### src/hw/rtl/canopy_snow_mass_release_defines.svh
// Assertion macros for the checks in the top-level block.
`ifndef CANOPY_SNOW_MASS_RELEASE_DEFINES_SVH
`define CANOPY_SNOW_MASS_RELEASE_DEFINES_SVH

// The consequent must hold in the same cycle as the antecedent.
`define CMS_ASSERT_NOW(label, clk, rst_n, ante, cons, msg) \
    label: assert property (@(posedge clk) disable iff (!rst_n) (ante) |-> (cons)) \
        else $error(msg);

// The consequent must hold in the cycle after the antecedent.
`define CMS_ASSERT_NEXT(label, clk, rst_n, ante, cons, msg) \
    label: assert property (@(posedge clk) disable iff (!rst_n) (ante) |=> (cons)) \
        else $error(msg);

`endif

### src/hw/rtl/cms_pkg.sv
package cms_pkg;

    localparam int DATA_W = 32;
    localparam int K_W = 16;

    localparam logic [K_W-1:0] K_THRESH = 16'd6553;
    localparam logic [K_W-1:0] K_RELEASE = 16'd11141;
    localparam logic [DATA_W-1:0] MIN_STORAGE_RST = 32'd83886;

    typedef logic [DATA_W-1:0] t_word;

    typedef enum logic [2:0] {
        ST_IDLE,
        ST_MUL,
        ST_EVAL,
        ST_REL,
        ST_FIN
    } t_state;

    typedef struct packed {
        logic load;
        logic mul;
        logic thr_step;
        logic final_step;
        logic clear_t;
        logic release_step;
        logic capture;
        logic limit;
    } t_cmd;

    typedef struct packed {
        logic s_gt_min;
        logic t_ge_thr;
    } t_sts;

    function automatic t_word sat_add(input t_word a, input t_word b);
        logic [DATA_W:0] sum;
        sum = {1'b0, a} + {1'b0, b};
        return sum[DATA_W] ? {DATA_W{1'b1}} : sum[DATA_W-1:0];
    endfunction

    function automatic t_word umin(input t_word a, input t_word b);
        return (a < b) ? a : b;
    endfunction

endpackage

### src/hw/rtl/cms_ifs.sv
interface cms_item_if;
    logic            valid;
    logic            ready;
    cms_pkg::t_word  snow_in;
    cms_pkg::t_word  storage_in;
    cms_pkg::t_word  released_in;
    cms_pkg::t_word  drip_in;

    modport source (output valid, snow_in, storage_in, released_in, drip_in, input ready);
    modport sink (input valid, snow_in, storage_in, released_in, drip_in, output ready);
endinterface

interface cms_result_if;
    logic            valid;
    logic            ready;
    cms_pkg::t_word  snow_out;
    cms_pkg::t_word  storage_out;
    cms_pkg::t_word  released_out;
    cms_pkg::t_word  drip_out;
    logic            limit_hit;

    modport source (
        output valid, snow_out, storage_out, released_out, drip_out, limit_hit,
        input ready
    );
    modport sink (
        input valid, snow_out, storage_out, released_out, drip_out, limit_hit,
        output ready
    );
endinterface

interface cms_cfg_if;
    logic            valid;
    logic            ready;
    cms_pkg::t_word  data;

    modport source (output valid, data, input ready);
    modport sink (input valid, data, output ready);
endinterface

### src/hw/rtl/cms_ctrl.sv
module cms_ctrl #(
    parameter int MAX_ROUNDS = 64
) (
    input  logic          i_clk,
    input  logic          i_rst_n,
    input  logic          i_in_valid,
    output logic          o_in_ready,
    input  logic          i_out_ready,
    output logic          o_out_valid,
    input  cms_pkg::t_sts i_sts,
    output cms_pkg::t_cmd o_cmd
);

    localparam int CNT_W = (MAX_ROUNDS > 1) ? $clog2(MAX_ROUNDS) : 1;
    localparam logic [CNT_W-1:0] LAST_ROUND = CNT_W'(MAX_ROUNDS - 1);

    cms_pkg::t_state r_state, n_state;
    logic [CNT_W-1:0] r_cnt, n_cnt;
    logic             r_limit, n_limit;
    logic             r_out_valid, n_out_valid;
    logic             out_free;

    assign out_free = !r_out_valid || i_out_ready;

    always_comb begin
        n_state = r_state;
        unique case (r_state)
            cms_pkg::ST_IDLE: begin
                if (i_in_valid) begin
                    n_state = cms_pkg::ST_MUL;
                end
            end
            cms_pkg::ST_MUL: begin
                n_state = cms_pkg::ST_EVAL;
            end
            cms_pkg::ST_EVAL: begin
                if (i_sts.s_gt_min && i_sts.t_ge_thr) begin
                    n_state = cms_pkg::ST_REL;
                end else begin
                    n_state = cms_pkg::ST_FIN;
                end
            end
            cms_pkg::ST_REL: begin
                if (r_cnt == LAST_ROUND) begin
                    n_state = cms_pkg::ST_FIN;
                end else begin
                    n_state = cms_pkg::ST_MUL;
                end
            end
            cms_pkg::ST_FIN: begin
                if (out_free) begin
                    n_state = cms_pkg::ST_IDLE;
                end
            end
            default: begin
                n_state = cms_pkg::ST_IDLE;
            end
        endcase
    end

    always_comb begin
        o_cmd       = '0;
        o_cmd.limit = r_limit;
        o_in_ready  = 1'b0;
        n_cnt       = r_cnt;
        n_limit     = r_limit;
        n_out_valid = r_out_valid && !i_out_ready;
        unique case (r_state)
            cms_pkg::ST_IDLE: begin
                o_in_ready = 1'b1;
                if (i_in_valid) begin
                    o_cmd.load = 1'b1;
                    n_cnt      = '0;
                    n_limit    = 1'b0;
                end
            end
            cms_pkg::ST_MUL: begin
                o_cmd.mul = 1'b1;
            end
            cms_pkg::ST_EVAL: begin
                if (!i_sts.s_gt_min) begin
                    o_cmd.final_step = 1'b1;
                    o_cmd.clear_t    = 1'b1;
                end else if (i_sts.t_ge_thr) begin
                    o_cmd.thr_step = 1'b1;
                end else begin
                    o_cmd.final_step = 1'b1;
                end
            end
            cms_pkg::ST_REL: begin
                o_cmd.release_step = 1'b1;
                if (r_cnt == LAST_ROUND) begin
                    n_limit = 1'b1;
                end else begin
                    n_cnt = r_cnt + 1'b1;
                end
            end
            cms_pkg::ST_FIN: begin
                if (out_free) begin
                    o_cmd.capture = 1'b1;
                    n_out_valid   = 1'b1;
                end
            end
            default: begin
                o_in_ready = 1'b0;
            end
        endcase
    end

    always_ff @(posedge i_clk) begin
        if (!i_rst_n) begin
            r_state     <= cms_pkg::ST_IDLE;
            r_cnt       <= '0;
            r_limit     <= 1'b0;
            r_out_valid <= 1'b0;
        end else begin
            r_state     <= n_state;
            r_cnt       <= n_cnt;
            r_limit     <= n_limit;
            r_out_valid <= n_out_valid;
        end
    end

    assign o_out_valid = r_out_valid;

endmodule

### src/hw/rtl/cms_dp.sv
module cms_dp (
    input  logic           i_clk,
    input  logic           i_rst_n,
    input  logic           i_cfg_valid,
    input  cms_pkg::t_word i_cfg_data,
    input  cms_pkg::t_word i_snow,
    input  cms_pkg::t_word i_storage,
    input  cms_pkg::t_word i_released,
    input  cms_pkg::t_word i_drip,
    input  cms_pkg::t_cmd  i_cmd,
    output cms_pkg::t_sts  o_sts,
    output cms_pkg::t_word o_snow,
    output cms_pkg::t_word o_storage,
    output cms_pkg::t_word o_released,
    output cms_pkg::t_word o_drip,
    output logic           o_limit
);

    localparam int PROD_W = cms_pkg::DATA_W + cms_pkg::K_W;

    cms_pkg::t_word r_min;
    cms_pkg::t_word r_s, r_t, r_rel, r_drip;
    cms_pkg::t_word r_thr, r_maxrel;
    cms_pkg::t_word r_snow_o, r_stor_o, r_rel_o, r_drip_o;
    logic           r_lim_o;

    logic [PROD_W-1:0] prod_thr, prod_rel;
    cms_pkg::t_word    s_after_thr, excess, rel_amt, fin_amt;

    assign prod_thr = {{cms_pkg::K_W{1'b0}}, r_s} * {{cms_pkg::DATA_W{1'b0}}, cms_pkg::K_THRESH};
    assign prod_rel = {{cms_pkg::K_W{1'b0}}, r_s} * {{cms_pkg::DATA_W{1'b0}}, cms_pkg::K_RELEASE};

    assign o_sts.s_gt_min = r_s > r_min;
    assign o_sts.t_ge_thr = r_t >= r_thr;

    assign s_after_thr = r_s - r_thr;
    assign excess      = r_s - r_min;
    assign rel_amt     = (r_s < r_min) ? '0 : cms_pkg::umin(excess, r_maxrel);
    assign fin_amt     = cms_pkg::umin(r_t, r_s);

    always_ff @(posedge i_clk) begin
        if (!i_rst_n) begin
            r_min <= cms_pkg::MIN_STORAGE_RST;
        end else if (i_cfg_valid) begin
            r_min <= i_cfg_data;
        end
    end

    always_ff @(posedge i_clk) begin
        if (i_cmd.load) begin
            r_s    <= i_snow;
            r_t    <= i_storage;
            r_rel  <= i_released;
            r_drip <= i_drip;
        end else if (i_cmd.thr_step) begin
            r_s    <= s_after_thr;
            r_t    <= r_t - r_thr;
            r_drip <= cms_pkg::sat_add(r_drip, r_thr);
        end else if (i_cmd.release_step) begin
            r_s   <= r_s - rel_amt;
            r_rel <= cms_pkg::sat_add(r_rel, rel_amt);
        end else if (i_cmd.final_step) begin
            r_s    <= r_s - fin_amt;
            r_drip <= cms_pkg::sat_add(r_drip, fin_amt);
            if (i_cmd.clear_t) begin
                r_t <= '0;
            end
        end
        if (i_cmd.mul) begin
            r_thr    <= prod_thr[PROD_W-1:cms_pkg::K_W];
            r_maxrel <= prod_rel[PROD_W-1:cms_pkg::K_W];
        end
        if (i_cmd.capture) begin
            r_snow_o <= r_s;
            r_stor_o <= r_t;
            r_rel_o  <= r_rel;
            r_drip_o <= r_drip;
            r_lim_o  <= i_cmd.limit;
        end
    end

    assign o_snow     = r_snow_o;
    assign o_storage  = r_stor_o;
    assign o_released = r_rel_o;
    assign o_drip     = r_drip_o;
    assign o_limit    = r_lim_o;

endmodule

### src/hw/rtl/canopy_snow_mass_release.sv
// Flow: an accepted transaction is loaded in IDLE; each release round then runs MUL (multiply),
// EVAL (threshold step, or the final step that ends the loop) and REL (release step), and FIN captures
// the result once the output is free. A cell that reaches MAX_ROUNDS sets limit_hit and goes from REL to FIN.
// A new transaction is taken only after the result is captured; the next one is taken while a result waits.
// Reset clears the controller and the output valid and sets min_storage to 83886.
`include "canopy_snow_mass_release_defines.svh"

module canopy_snow_mass_release #(
    parameter int MAX_ROUNDS = 64
) (
    input  logic         i_clk,
    input  logic         i_rst_n,
    cms_item_if.sink     i_item,
    cms_result_if.source o_result,
    cms_cfg_if.sink      i_cfg
);

    cms_pkg::t_cmd cmd;
    cms_pkg::t_sts sts;

    assign i_cfg.ready = 1'b1;

    cms_ctrl #(
        .MAX_ROUNDS(MAX_ROUNDS)
    ) u_ctrl (
        .i_clk       (i_clk),
        .i_rst_n     (i_rst_n),
        .i_in_valid  (i_item.valid),
        .o_in_ready  (i_item.ready),
        .i_out_ready (o_result.ready),
        .o_out_valid (o_result.valid),
        .i_sts       (sts),
        .o_cmd       (cmd)
    );

    cms_dp u_dp (
        .i_clk       (i_clk),
        .i_rst_n     (i_rst_n),
        .i_cfg_valid (i_cfg.valid),
        .i_cfg_data  (i_cfg.data),
        .i_snow      (i_item.snow_in),
        .i_storage   (i_item.storage_in),
        .i_released  (i_item.released_in),
        .i_drip      (i_item.drip_in),
        .i_cmd       (cmd),
        .o_sts       (sts),
        .o_snow      (o_result.snow_out),
        .o_storage   (o_result.storage_out),
        .o_released  (o_result.released_out),
        .o_drip      (o_result.drip_out),
        .o_limit     (o_result.limit_hit)
    );

    `CMS_ASSERT_NEXT(a_busy_after_accept, i_clk, i_rst_n, i_item.valid && i_item.ready, !i_item.ready, "input accepted while busy")
    `CMS_ASSERT_NEXT(a_capture_valid, i_clk, i_rst_n, cmd.capture, o_result.valid, "captured result not presented")
    `CMS_ASSERT_NOW(a_capture_free, i_clk, i_rst_n, cmd.capture, !o_result.valid || o_result.ready, "result overwritten before transaction")

endmodule

### src/flat_wrapper.sv
// flat-port wrapper written by rule: the top's interface ports become plain ports
module canopy_snow_mass_release_flat 
#(
    parameter int MAX_ROUNDS = 64
)
  (i_clk, i_rst_n, i_item_valid, i_item_snow_in, i_item_storage_in, i_item_released_in, i_item_drip_in, i_item_ready, o_result_valid, o_result_snow_out, o_result_storage_out, o_result_released_out, o_result_drip_out, o_result_limit_hit, o_result_ready, i_cfg_valid, i_cfg_data, i_cfg_ready);
  cms_item_if i_item_i ();
  cms_result_if o_result_i ();
  cms_cfg_if i_cfg_i ();
  input  logic i_clk;
  input  logic i_rst_n;
  input wire logic [$bits(i_item_i.valid)-1:0] i_item_valid;
  input wire logic [$bits(i_item_i.snow_in)-1:0] i_item_snow_in;
  input wire logic [$bits(i_item_i.storage_in)-1:0] i_item_storage_in;
  input wire logic [$bits(i_item_i.released_in)-1:0] i_item_released_in;
  input wire logic [$bits(i_item_i.drip_in)-1:0] i_item_drip_in;
  output wire logic [$bits(i_item_i.ready)-1:0] i_item_ready;
  output wire logic [$bits(o_result_i.valid)-1:0] o_result_valid;
  output wire logic [$bits(o_result_i.snow_out)-1:0] o_result_snow_out;
  output wire logic [$bits(o_result_i.storage_out)-1:0] o_result_storage_out;
  output wire logic [$bits(o_result_i.released_out)-1:0] o_result_released_out;
  output wire logic [$bits(o_result_i.drip_out)-1:0] o_result_drip_out;
  output wire logic [$bits(o_result_i.limit_hit)-1:0] o_result_limit_hit;
  input wire logic [$bits(o_result_i.ready)-1:0] o_result_ready;
  input wire logic [$bits(i_cfg_i.valid)-1:0] i_cfg_valid;
  input wire logic [$bits(i_cfg_i.data)-1:0] i_cfg_data;
  output wire logic [$bits(i_cfg_i.ready)-1:0] i_cfg_ready;
  assign i_item_i.valid = i_item_valid;
  assign i_item_i.snow_in = i_item_snow_in;
  assign i_item_i.storage_in = i_item_storage_in;
  assign i_item_i.released_in = i_item_released_in;
  assign i_item_i.drip_in = i_item_drip_in;
  assign i_item_ready = i_item_i.ready;
  assign o_result_valid = o_result_i.valid;
  assign o_result_snow_out = o_result_i.snow_out;
  assign o_result_storage_out = o_result_i.storage_out;
  assign o_result_released_out = o_result_i.released_out;
  assign o_result_drip_out = o_result_i.drip_out;
  assign o_result_limit_hit = o_result_i.limit_hit;
  assign o_result_i.ready = o_result_ready;
  assign i_cfg_i.valid = i_cfg_valid;
  assign i_cfg_i.data = i_cfg_data;
  assign i_cfg_ready = i_cfg_i.ready;
  canopy_snow_mass_release #(.MAX_ROUNDS(MAX_ROUNDS)) u_core (.i_clk(i_clk), .i_rst_n(i_rst_n), .i_item(i_item_i), .o_result(o_result_i), .i_cfg(i_cfg_i));
endmodule
### config.mk
export PLATFORM = sky130hd
export DESIGN_NAME = canopy_snow_mass_release_flat
export DESIGN_NICKNAME = d
export VERILOG_FILES = /design/src/hw/rtl/cms_pkg.sv /design/src/hw/rtl/cms_ifs.sv /design/src/hw/rtl/cms_ctrl.sv /design/src/hw/rtl/cms_dp.sv /design/src/hw/rtl/canopy_snow_mass_release.sv /design/src/flat_wrapper.sv
export VERILOG_INCLUDE_DIRS = /design/src /design/src/hw/rtl
export SDC_FILE = /design/constraint.sdc
export NUM_CORES = 2
export LEC_CHECK = 0
export ABC_AREA = 1
export BUFFER_PORTS_ARGS = -buffer_cell sky130_fd_sc_hd__buf_4
export CAP_MARGIN = 25
export CORE_MARGIN = 4
export CORE_UTILIZATION = 50
export DETAILED_ROUTE_END_ITERATION = 10
export PLACE_DENSITY = 0.68
export SYNTH_ARGS = -nofsm -noshare
export SYNTH_HDL_FRONTEND = slang
export SYNTH_SLANG_ARGS = --single-unit
### constraint.sdc
create_clock -name i_clk -period 10 [get_ports i_clk]
set_input_delay 1 -clock i_clk [delete_from_list [all_inputs] [get_ports i_clk]]
set_output_delay 1 -clock i_clk [all_outputs]
set_load 0.03 [all_outputs]
==> impl_metrics.yaml <==
logic_synthesis:
  ys_seq_elements: 359
  yosys.area_share.xor_xnor: 0.0412
  synth_compound_area_frac: 0.131
  yosysSeqAreaShare: 0.256
  synthAdderAreaFrac: 0.318
  synthMuxAreaShare: 0
  avgSynthCellArea_um2: 8.24
  synth_top_family_by_area: "adder cells"
  synthSimpleGateAreaFrac: 0.162
  syn_area_mm2: 0.0404
  synth_warnings: 0
  postSynthCellCount: 4903
  synth.distinct_cells: 57
worst_setup_path:
  cp_slowest_cell: "inv_1"
  crit_family: "compound AO/OA/AOI/OAI gates"
  cpMostUsedCell: "nand2_1"
  worstReg2RegStart: "u_core.u_dp.r_s[2]$_DFFE_PP_"
  path_buf_inv: 7
  critPathLaunch: "u_core.u_dp.r_s[2]$_DFFE_PP_"
  cp_data_required_time_ps: 10350
  critical_path_arrival_ps: 8510
  worstPathMaxFanout: 30
  cp-end-kind: "register"
  critPathLaunchType: "register"
  slowest_delay_ps: 720
  path_class: "register to register"
sta:
  max_freq_ghz: 0.123
  drv_slew: 0
  finalHoldViolCount: 0
  worst_pin_slew_ps: 1200
  fin_worst_skew_ps: 48.0
  setup_violations: 0
  min_period_ps: 8160
  grt_setup_unrepaired: "false"
  period_share: 0.816
  timing.setup.tns_ps: 0
  max-slew-margin-rel: 0.194
floorplan:
  die_x_um: 292
  dieArea_mm2: 0.0854
  initial_core_util: 0.508
  fp-row-count: 103
  fp.dieH_um: 292
  placeableCoreArea_mm2: 0.0795
  io_pins: 297
placed_design:
  numPortBuffers: 295
  dpl.hpwl_um: 123000
  gp_congestion: 1.04
clocking:
  cts_sinks: 359
  cts_tree: "done"
  clk_pin_slew_worst_paths_ps: 60
  clock_latency_ps: 630
  htreeDepth: 2
  cts_setup_buffers: 0
  numCtsBuffers: 45
  clockBufferDepth: 3
  cts_resized: 0
  cts_root_buffer: "clkbuf_16"
  postCtsHoldBufs: 0
drt:
  final_antenna_net_count: 0
  num_vias: 35795
  viasPerCell: 5.68
  wire_per_inst_um: 23.3
  dr.pass1.iters: 9
  drc: 0
  drt_iter0_drc: 3291
  wirelength_um: 147000
grt:
  grt_max_degree: 83
  grt_pass1_vias: 34833
  grt_first_pass_wirelength_um: 218000
  grt.overflow.total: 0
  antenna_found_initial: 2
  grtUsageTotal: 0.337
finish:
  fin_nets: 6247
  mostFrequentLayoutCells: "916 x nand2_1, 870 x inv_1, 583 x ha_1"
  seqCellArea_mm2: 0.0103
  layout.cells.most_common: "nand2_1"
  n_antenna_cell: 0
  filler_cell_count: 7374
  multiInputGateArea_mm2: 0.0264
  drive_gt1_frac: 0.0896
  area_growth_pct: 12.6
min_path:
  worstHoldStart: "u_core.u_ctrl.r_limit$_SDFFE_PN0P_"
  hp-class: "register to register"
outcome:
  status: "complete, no violations"
run:
  max-cap-violations: 0
-- metal layers --
layer	share of wire	GRT usage	vias up
met5	0	0	-
met4	0.048	0.140	0
met3	0.074	0.0477	261
met2	0.45	0.534	1439
met1	0.43	0.465	17116
li1	-	-	16979
-- Yosys cell counts, drive strengths merged --
master	number	share of area
clkbuf	43	0.0040
conb	2	0.00019
a22o	1	0.00022
clkinv	1	0.000093
o31ai	8	0.0015
inv	877	0.082
and2	5	0.00077
dfxtp	43	0.021
nor3	40	0.0050
ha	583	0.18
o211ai	12	0.0022
xnor2	87	0.019
fa	277	0.14
nand4	50	0.0077
a21oi	399	0.050
o21a	17	0.0032
a21boi	19	0.0036
nand3	177	0.022
a221oi	13	0.0028
xor2	103	0.022
o21bai	32	0.0059
edfxtp	316	0.23
a41oi	4	0.00087
a31oi	55	0.0085
o21ai	354	0.044
a211oi	8	0.0015
o221ai	3	0.00065
o211a	1	0.00025
nand3b	21	0.0039
o2111ai	3	0.00065
a2111oi	2	0.00059
a21o	18	0.0033
buf	37	0.0052
and3	2	0.00031
nor2	324	0.030
nor4	22	0.0034
or2	18	0.0028
a211o	1	0.00022
nand2	920	0.086
o221a	2	0.00056
a31o	3	0.00065
-- cells by family after synthesis --
group                    count (synthesis)
AND/OR/NAND/NOR                       1579
buffers and inverters                  958
AO/OA/AOI/OAI                          955
adder cells (fa/ha/maj)                860
flip-flops                             359
XOR/XNOR                               190
other                                    2
-- worst paths after layout --
path,slack (ps),cells past startpoint,to
setup / recovery,1840,41,u_core.u_dp.r_rel[4]$_DFFE_PP_
hold / removal,430,0,u_core.u_dp.o_limit$_DFFE_PP_
setup reg to reg,1840,41,u_core.u_dp.r_rel[4]$_DFFE_PP_
hold reg to reg,430,0,u_core.u_dp.o_limit$_DFFE_PP_
-- flip-flops by register name, summed over array words and instances (netlist names), 6 cells and up --
name                    flops
u_core.u_dp.r_s            32
u_core.u_ctrl.r_cnt         6
u_core.u_dp.r_maxrel       30
u_core.u_dp.o_drip         32
u_core.u_dp.r_min          32
u_core.u_dp.r_drip         32
u_core.u_dp.r_thr          29
u_core.u_dp.r_rel          32
u_core.u_dp.o_storage      32
u_core.u_dp.r_t            32
u_core.u_dp.o_released     32
u_core.u_dp.o_snow         32
-- layout make-up --
type,instances,share of cell area
multi-input combinational,3587,0.581
sequential,359,0.228
inverter,878,0.0725
timing repair buffer,351,0.0588
tap,1050,0.0289
clock buffer,51,0.0257
clock inverter,29,0.00545
-- per-stage QoR --
step           hold WS, ps  cell area [um2]  setup WS, ps  cells   util
2_1_floorplan          409            40400          3000   4904      -
3_3_place_gp           417            44000          1880   6222  0.553
3_5_place_dp           423            44000          1920   6223  0.554
4_1_cts                436            45400          1880   6303  0.571
5_1_grt                440            45500          1030   6305  0.572
6_report               434            45500          1840   6305  0.572
Power is not shown: default switching activity piles up to over one toggle a cycle in this logic, so the estimate is an artifact.
